==> config.mk <==
export PLATFORM = sky130hd
export DESIGN_NAME = utf8_byte_stream_decoder_core
export DESIGN_NICKNAME = d
export VERILOG_FILES = /design/src/rtl/utf8d_pkg.sv /design/src/rtl/utf8d_front.sv /design/src/rtl/utf8d_queue.sv /design/src/rtl/utf8d_back.sv /design/src/rtl/utf8_byte_stream_decoder_core.sv
export VERILOG_INCLUDE_DIRS = /design/src /design/src/rtl
export SDC_FILE = /design/constraint.sdc
export NUM_CORES = 1
export LEC_CHECK = 0
export CAP_MARGIN = 40
export CORE_UTILIZATION = 60
export DETAILED_ROUTE_END_ITERATION = 7
export DONT_BUFFER_PORTS = 1
export PLACE_DENSITY_LB_ADDON = 0.12
export SYNTH_ARGS = -nofsm -noshare
export SYNTH_HDL_FRONTEND = slang
export SYNTH_HIERARCHICAL = 1
export SYNTH_SLANG_ARGS = --single-unit
==> constraint.sdc <==
create_clock -name clk -period 4.7 [get_ports clk]
set_input_delay 0.235 -clock clk [delete_from_list [all_inputs] [get_ports clk]]
set_output_delay 0.235 -clock clk [all_outputs]
set_load 0.1 [all_outputs]
==> src/rtl/utf8_byte_stream_decoder_core_defines.svh <==
// ----------------------------------------------------------------------------
// UTF-8 decoder assertion macros
// Shared concurrent assertion forms for the decoder modules.
// ----------------------------------------------------------------------------
`ifndef UTF8_BYTE_STREAM_DECODER_CORE_DEFINES_SVH
`define UTF8_BYTE_STREAM_DECODER_CORE_DEFINES_SVH

// Same-cycle implication, checked on every rising clock edge out of reset.
`define UTF8D_ASSERT_IMPLY(label, ante, cons, msg) \
	label: assert property (@(posedge clk) disable iff (!arst_n) (ante) |-> (cons)) \
		else $error(msg);

// Next-cycle implication, checked on every rising clock edge out of reset.
`define UTF8D_ASSERT_NEXT(label, ante, cons, msg) \
	label: assert property (@(posedge clk) disable iff (!arst_n) (ante) |=> (cons)) \
		else $error(msg);

`endif

==> src/rtl/utf8d_pkg.sv <==
// ----------------------------------------------------------------------------
// UTF-8 decoder package
// Widths, result kinds, queue operation codes and the queue word type.
// ----------------------------------------------------------------------------
package utf8d_pkg;

	localparam int CP_W        = 21;
	localparam int BYTE_W      = 8;
	localparam int KIND_W      = 2;
	localparam int OP_W        = 2;
	localparam int QUEUE_DEPTH = 4;

	localparam logic [CP_W-1:0] CP_REPLACEMENT = CP_W'(21'h00FFFD);
	localparam logic [CP_W-1:0] CP_ZERO        = '0;

	// Result kinds as seen on the output tuser.
	localparam logic [KIND_W-1:0] KIND_CHAR = 2'd0;
	localparam logic [KIND_W-1:0] KIND_BAD  = 2'd1;
	localparam logic [KIND_W-1:0] KIND_END  = 2'd2;

	// Work handed from the front to the back.
	localparam logic [OP_W-1:0] OP_CHAR    = 2'd0;
	localparam logic [OP_W-1:0] OP_BAD     = 2'd1;
	localparam logic [OP_W-1:0] OP_END     = 2'd2;
	localparam logic [OP_W-1:0] OP_BAD_END = 2'd3;

	typedef struct packed {
		logic [OP_W-1:0] op;
		logic [CP_W-1:0] cp;
	} utf8d_op_t;

endpackage

==> src/rtl/utf8d_front.sv <==
// ----------------------------------------------------------------------------
// UTF-8 decoder front end
// Accepts bytes, tracks the partial sequence and posts result work.
// ----------------------------------------------------------------------------
module utf8d_front (
	input  logic                      clk,
	input  logic                      arst_n,
	input  logic                      in_valid,
	output logic                      in_ready,
	input  logic [7:0]                in_byte,
	output logic                      push,
	output utf8d_pkg::utf8d_op_t      push_data,
	input  logic                      queue_full
);
	import utf8d_pkg::*;

	logic [CP_W-1:0] partial_q;
	logic [1:0]      pending_q;
	logic [CP_W-1:0] partial_d;
	logic [1:0]      pending_d;
	logic [CP_W-1:0] shifted;
	logic            accept;
	logic            emit;

	assign in_ready = !queue_full;
	assign accept   = in_valid && in_ready;
	assign push     = accept && emit;
	assign shifted  = {partial_q[CP_W-7:0], in_byte[5:0]};

	always_comb begin
		partial_d      = partial_q;
		pending_d      = pending_q;
		emit           = 1'b0;
		push_data.op   = OP_CHAR;
		push_data.cp   = CP_ZERO;
		if (in_byte == 8'h00) begin
			// A terminator cuts off any open sequence.
			emit         = 1'b1;
			push_data.op = (pending_q != 2'd0) ? OP_BAD_END : OP_END;
			partial_d    = CP_ZERO;
			pending_d    = 2'd0;
		end else if (pending_q != 2'd0) begin
			// Continuation bytes are taken without checking their top bits.
			pending_d = pending_q - 2'd1;
			if (pending_q == 2'd1) begin
				emit         = 1'b1;
				push_data.cp = shifted;
				partial_d    = CP_ZERO;
			end else begin
				partial_d = shifted;
			end
		end else if (in_byte[7] == 1'b0) begin
			emit         = 1'b1;
			push_data.cp = CP_W'(in_byte);
		end else if (in_byte[7:5] == 3'b110) begin
			partial_d = CP_W'(in_byte[4:0]);
			pending_d = 2'd1;
		end else if (in_byte[7:4] == 4'b1110) begin
			partial_d = CP_W'(in_byte[3:0]);
			pending_d = 2'd2;
		end else if (in_byte[7:3] == 5'b11110) begin
			partial_d = CP_W'(in_byte[2:0]);
			pending_d = 2'd3;
		end else begin
			emit         = 1'b1;
			push_data.op = OP_BAD;
		end
	end

	always_ff @(posedge clk or negedge arst_n) begin
		if (!arst_n) begin
			partial_q <= '0;
			pending_q <= 2'd0;
		end else if (accept) begin
			partial_q <= partial_d;
			pending_q <= pending_d;
		end
	end

endmodule

==> src/rtl/utf8d_queue.sv <==
// ----------------------------------------------------------------------------
// UTF-8 decoder work queue
// Small first-in first-out buffer between the front end and the back end.
// ----------------------------------------------------------------------------
`include "utf8_byte_stream_decoder_core_defines.svh"

module utf8d_queue #(
	parameter int DEPTH = utf8d_pkg::QUEUE_DEPTH
) (
	input  logic                 clk,
	input  logic                 arst_n,
	input  logic                 push,
	input  utf8d_pkg::utf8d_op_t push_data,
	input  logic                 pop,
	output utf8d_pkg::utf8d_op_t head,
	output logic                 full,
	output logic                 empty
);
	import utf8d_pkg::*;

	localparam int AW    = (DEPTH > 1) ? $clog2(DEPTH) : 1;
	localparam int CNT_W = $clog2(DEPTH + 1);

	utf8d_op_t        store_q [DEPTH];
	logic [AW-1:0]    wr_ptr_q;
	logic [AW-1:0]    rd_ptr_q;
	logic [CNT_W-1:0] count_q;

	assign full  = (count_q == CNT_W'(DEPTH));
	assign empty = (count_q == '0);
	assign head  = store_q[rd_ptr_q];

	always_ff @(posedge clk) begin
		if (push) begin
			store_q[wr_ptr_q] <= push_data;
		end
	end

	// Pointers wrap at the last entry, so any depth works.
	always_ff @(posedge clk or negedge arst_n) begin
		if (!arst_n) begin
			wr_ptr_q <= '0;
			rd_ptr_q <= '0;
			count_q  <= '0;
		end else begin
			if (push) begin
				wr_ptr_q <= (wr_ptr_q == AW'(DEPTH - 1)) ? '0 : wr_ptr_q + AW'(1);
			end
			if (pop) begin
				rd_ptr_q <= (rd_ptr_q == AW'(DEPTH - 1)) ? '0 : rd_ptr_q + AW'(1);
			end
			if (push && !pop) begin
				count_q <= count_q + CNT_W'(1);
			end else if (pop && !push) begin
				count_q <= count_q - CNT_W'(1);
			end
		end
	end

	`UTF8D_ASSERT_IMPLY(a_no_push_full, push, !full || pop, "queue written while full")
	`UTF8D_ASSERT_IMPLY(a_no_pop_empty, pop, !empty, "queue read while empty")
	`UTF8D_ASSERT_IMPLY(a_count_bound, 1'b1, count_q <= CNT_W'(DEPTH), "queue count overrun")

endmodule

==> src/rtl/utf8d_back.sv <==
// ----------------------------------------------------------------------------
// UTF-8 decoder back end
// Turns queued work into result words held in the output register.
// ----------------------------------------------------------------------------
`include "utf8_byte_stream_decoder_core_defines.svh"

module utf8d_back (
	input  logic                 clk,
	input  logic                 arst_n,
	input  utf8d_pkg::utf8d_op_t head,
	input  logic                 empty,
	output logic                 pop,
	output logic                 out_valid,
	input  logic                 out_ready,
	output logic [20:0]          out_cp,
	output logic [1:0]           out_kind,
	output logic                 out_last
);
	import utf8d_pkg::*;

	logic              out_valid_q;
	logic [CP_W-1:0]   out_cp_q;
	logic [KIND_W-1:0] out_kind_q;
	logic              out_last_q;
	logic              phase_q;
	logic              load;

	// The end marker after a cut-off sequence is issued from phase_q,
	// so that work word leaves the queue on its first result.
	assign load      = !out_valid_q || out_ready;
	assign pop       = load && !phase_q && !empty;
	assign out_valid = out_valid_q;
	assign out_cp    = out_cp_q;
	assign out_kind  = out_kind_q;
	assign out_last  = out_last_q;

	always_ff @(posedge clk or negedge arst_n) begin
		if (!arst_n) begin
			out_valid_q <= 1'b0;
			phase_q     <= 1'b0;
		end else if (load) begin
			if (phase_q) begin
				out_valid_q <= 1'b1;
				phase_q     <= 1'b0;
			end else begin
				out_valid_q <= !empty;
				phase_q     <= !empty && (head.op == OP_BAD_END);
			end
		end
	end

	always_ff @(posedge clk) begin
		if (load) begin
			if (phase_q) begin
				out_cp_q   <= CP_ZERO;
				out_kind_q <= KIND_END;
				out_last_q <= 1'b1;
			end else begin
				case (head.op)
					OP_CHAR: begin
						out_cp_q   <= head.cp;
						out_kind_q <= KIND_CHAR;
						out_last_q <= 1'b1;
					end
					OP_BAD: begin
						out_cp_q   <= CP_REPLACEMENT;
						out_kind_q <= KIND_BAD;
						out_last_q <= 1'b1;
					end
					OP_END: begin
						out_cp_q   <= CP_ZERO;
						out_kind_q <= KIND_END;
						out_last_q <= 1'b1;
					end
					OP_BAD_END: begin
						out_cp_q   <= CP_REPLACEMENT;
						out_kind_q <= KIND_BAD;
						out_last_q <= 1'b0;
					end
					default: begin
						out_cp_q   <= CP_ZERO;
						out_kind_q <= KIND_END;
						out_last_q <= 1'b1;
					end
				endcase
			end
		end
	end

	`UTF8D_ASSERT_IMPLY(a_phase_holds_bad, phase_q,
		out_valid_q && out_kind_q == KIND_BAD && !out_last_q,
		"second phase without a pending replacement word")
	`UTF8D_ASSERT_IMPLY(a_nonlast_is_bad, out_valid_q && !out_last_q,
		phase_q, "non-final word outside a cut-off sequence")
	`UTF8D_ASSERT_NEXT(a_end_follows, phase_q && out_ready,
		out_valid_q && out_kind_q == KIND_END && out_last_q,
		"end marker did not follow the replacement")

endmodule

==> src/rtl/utf8_byte_stream_decoder_core.sv <==
// ----------------------------------------------------------------------------
// UTF-8 byte stream decoder
// Decodes one UTF-8 byte per cycle into code points with result kinds.
// ----------------------------------------------------------------------------
// Usage:
// Bytes enter on the s_ group, one per word. Each decoded character, each
// replacement (U+FFFD, kind 1) and each end-of-string marker (kind 2) leaves
// on the m_ group as one word; m_tlast marks the final word caused by a byte.
// A zero byte ends the string; inside an open sequence it gives a replacement
// word followed by the end marker.
// Throughput is one byte per cycle. A byte that completes a result is written
// to the work queue, then to the output register that drives m_tvalid. A zero
// byte that cuts off a sequence gives two output words, which the queue absorbs.
// The front end only stalls (s_tready low) when the work queue of
// QUEUE_DEPTH words is full, which happens while the receiver holds m_tready
// low. A stalled output word stays stable until taken.
// Reset clears the sequence state, empties the queue and drops any pending
// output word.
// ----------------------------------------------------------------------------
module utf8_byte_stream_decoder_core #(
	parameter int QUEUE_DEPTH = utf8d_pkg::QUEUE_DEPTH
) (
	input  logic        clk,
	input  logic        arst_n,
	input  logic        s_tvalid,
	output logic        s_tready,
	input  logic [7:0]  s_tdata,   // [7:0] in_byte
	output logic        m_tvalid,
	input  logic        m_tready,
	output logic [23:0] m_tdata,   // [20:0] code_point, [23:21] zero
	output logic [1:0]  m_tuser,   // [1:0] kind
	output logic        m_tlast    // last
);
	import utf8d_pkg::*;

	utf8d_op_t   push_data;
	utf8d_op_t   head;
	logic        push;
	logic        pop;
	logic        full;
	logic        empty;
	logic [20:0] code_point;

	utf8d_front u_front (
		.clk        (clk),
		.arst_n     (arst_n),
		.in_valid   (s_tvalid),
		.in_ready   (s_tready),
		.in_byte    (s_tdata),
		.push       (push),
		.push_data  (push_data),
		.queue_full (full)
	);

	utf8d_queue #(
		.DEPTH (QUEUE_DEPTH)
	) u_queue (
		.clk       (clk),
		.arst_n    (arst_n),
		.push      (push),
		.push_data (push_data),
		.pop       (pop),
		.head      (head),
		.full      (full),
		.empty     (empty)
	);

	utf8d_back u_back (
		.clk       (clk),
		.arst_n    (arst_n),
		.head      (head),
		.empty     (empty),
		.pop       (pop),
		.out_valid (m_tvalid),
		.out_ready (m_tready),
		.out_cp    (code_point),
		.out_kind  (m_tuser),
		.out_last  (m_tlast)
	);

	assign m_tdata = {3'b000, code_point};

endmodule

==> flow_metrics.py <==
metrics = {
    "floorplanning": {
        "fp-row-count": 35,
        "start_util_pct": 62.8,
        "die_w_um": 101,
        "dieHeight_um": 101,
        "die_area_sq_um": 10200,
        "io_pins": 41,
        "coreArea_sq_um": 9370,
    },
    "timing": {
        "setup_tns_ps": 0,
        "rsz0062_at_grt": "false",
        "worstMarginPinSlew_ps": 896,
        "slew_headroom_pct": 40.4,
        "hold_viol": 0,
        "clock_skew_ps": 8.05,
        "post-route-period-util_pct": 59.4,
        "fin_hold_ws_ps": 2.83,
        "max_freq_ghz": 0.358,
        "setup_viol": 0,
        "slew_violations": 0,
        "fin_crit_ps": 2790,
    },
    "worst_setup_path": {
        "arrival_ps": 3230,
        "crit_path_end_kind": "flop",
        "critPathSlowestCell": "nor2_1",
        "cp-start-kind": "flop",
        "cp_num_buf_inv": 3,
        "path_class": "flop to flop",
        "timing.rr.start": "u_queue/count_q[2]",
        "reg2reg_setup_slack_ps": 1910,
        "timing.rr.end": "u_queue/count_q[2]",
        "path_max_fanout": 9,
        "crit_chain": "nor3b_1 > inv_1 > buf_4 > nand2_1 > nor2_1 > ha_1 > inv_1 > fa_1 > xor2_1 > nor2_1 > xor2_1",
        "worst_r2r_path_depth": 11,
        "max_stage_delay_ps": 430,
        "critPathTopFamily": "simple AND/OR/NAND/NOR gates",
        "required_ps": 5140,
    },
    "detailed_routing": {
        "routedWlPerCell_um": 20.1,
        "first_iter_violations": 223,
        "wl_um": 10500,
        "num_vias": 3076,
        "drc": 0,
        "firstDrtPassIters": 4,
        "viasPerCell": 5.89,
        "ant_nets": 0,
    },
    "synth": {
        "yosys_warnings": 6,
        "synth_top_cell_by_area": "edfxtp_1",
        "synth_top_cells_by_count": "edfxtp_1 (116), dfrtp_1 (26), inv_1 (21)",
        "syn_avg_cell_area_sq_um": 16.5,
        "syn_area_sq_um": 5880,
        "muxShareOfSynthArea_pct": 10.8,
        "yosys_register_bits": 142,
        "synthAdderAreaFrac_pct": 1.62,
        "synthDistinctLibCells": 45,
        "synth_top_area_share_pct": 59.2,
        "synth_flop_cell": "edfxtp_1",
        "async_flop_share_pct": 18.3,
        "synth_compound_area_share_pct": 4.13,
        "synth_seq_area_share_pct": 70.3,
        "syn_inst": 357,
        "synth_edf_count": 116,
        "synthXorXnorAreaFrac_pct": 0.447,
        "synth-simple-area-share_pct": 8.79,
        "yosysMostFrequentCell": "edfxtp_1",
        "synth_top_family_by_area": "multiplexers",
        "ys_top_cells_by_area": "edfxtp_1 (59%), dfrtp_1 (11%), mux4_2 (6.9%), mux4_1 (2.2%), and2_1 (1.9%)",
    },
    "worst_hold_path": {
        "hold_start": "s_tdata[5]",
        "hp-class": "primary input to flop",
        "hold_depth": 1,
        "holdPathEnd": "u_queue/store_q[2][5]",
    },
    "clock_tree": {
        "cts_resized": 0,
        "cts_buffer_depth": 2,
        "clock-sinks": 142,
        "clk_latency_ps": 510,
        "cts_made_buffers": 17,
        "cts_root_buf": "clkbuf_8",
        "htreeDepth": 4,
        "cts_tree": "built",
        "cts.clk_slew.worst_paths_ps": 60,
    },
    "status": {
        "status": "completed",
    },
    "placed_design": {
        "hpwl_um": 6340,
        "routabilityCongestion": 0.785,
        "numPortBuffers": 0,
    },
    "cells_and_area": {
        "final_util_pct": 72.4,
        "nets": 399,
        "drive_above_1_share_pct": 18.8,
        "antennaDiodeCount": 0,
        "num-fill-cells": 597,
        "regArea_sq_um": 4130,
        "area_growth_pct": 15.4,
        "multiInputGateArea_sq_um": 1530,
    },
    "job": {
        "drv_cap": 0,
    },
    "grt": {
        "antenna_found_initial": 0,
        "grt_pass1_wl_um": 17100,
        "grt_overflow_total": 0,
        "grt_start_max_net_pins": 27,
        "grt_pass1_vias": 3152,
        "grt_usage_pct": 23.6,
    },
}
## worst max path at each step
stage	startpoint	to	slack, ps	cells after the start
final	u_queue/count_q[2]	u_queue/count_q[2]	1910	11
after global routing	u_front/pending_q[1]	u_queue/count_q[2]	1680	9
after CTS	u_queue/count_q[2]	u_queue/count_q[2]	1890	11
after detailed placement	s_tdata[0]	u_queue/count_q[2]	1720	11
after global placement	s_tdata[0]	u_queue/count_q[2]	1820	11
after floorplan	u_queue/count_q[2]	u_queue/count_q[2]	1780	10
## placed cells by master (no fill, tap or decap), drive strengths merged, types with 14 or more instances in the layout
master and n:
and2 18, nand2b 15, a21oi 18, inv 24, nor3 16, clkbuf 19
mux4 23, o21ai 14, buf 14, edfxtp 116, dfrtp 26
## sequential cells by signal (all words and copies together) (netlist names), 2 cells and up
register,flops
u_back/out_kind,2
u_queue/count_q,3
u_front/partial_q,15
u_back/out_cp,21
u_front/pending_q,2
u_queue/wr_ptr_q,2
u_queue/store_q,92
u_queue/rd_ptr_q,2
## routing by layer
layer / up-vias / share of wire, % / global-route usage [%]
met5: - / 0 / 0
met4: 0 / 1.5 / 8.81
met3: 12 / 4.6 / 5.76
met2: 89 / 50 / 37.8
met1: 1581 / 44 / 31.9
li1: 1394 / - / -
## per-stage QoR
stage | cells | setup slack (ps) | cell area (sq um)
3_3_place_gp | 475 | 1820 | 5960
6_report | 522 | 1910 | 6790
3_5_place_dp | 480 | 1720 | 6070
5_1_grt | 522 | 1680 | 6790
4_1_cts | 521 | 1890 | 6760
2_1_floorplan | 359 | 1780 | 5890
## area by class of cell
cell class                 instances  share of cell area (%)
sequential                       142                    60.9
multi-input combinational        174                    22.5
clock inverter                    13                    2.43
timing repair buffer              22                    4.31
tap                              129                    2.38
clock buffer                      19                    6.21
inverter                          23                    1.27
## worst reg2reg max path, stage by stage (launching register included)
cell,delay (ps)
dfrtp_1,400
nor3b_1,170
inv_1,60
buf_4,280
nand2_1,210
nor2_1,430
ha_1,270
inv_1,70
fa_1,420
xor2_1,150
nor2_1,110
xor2_1,160
## kinds of logic (layout without fill, tap and decap cells)
group,after synthesis,count (layout)
AOI/OAI and AO/OA,40,40
xor gates and xnor gates,3,3
buffers and inverters,43,77
DFF,142,142
muxes,32,32
adders and majority gates,7,7
and+or+nand+nor,89,89
other,1,3
## what timing repair did
action	in CTS	in global routing
hold buffers	9	0
buffers inserted	0	0
endpoints found under the hold margin	33	0
Power is not shown: default switching activity piles up to over one toggle a cycle in this logic, so the estimate is an artifact.
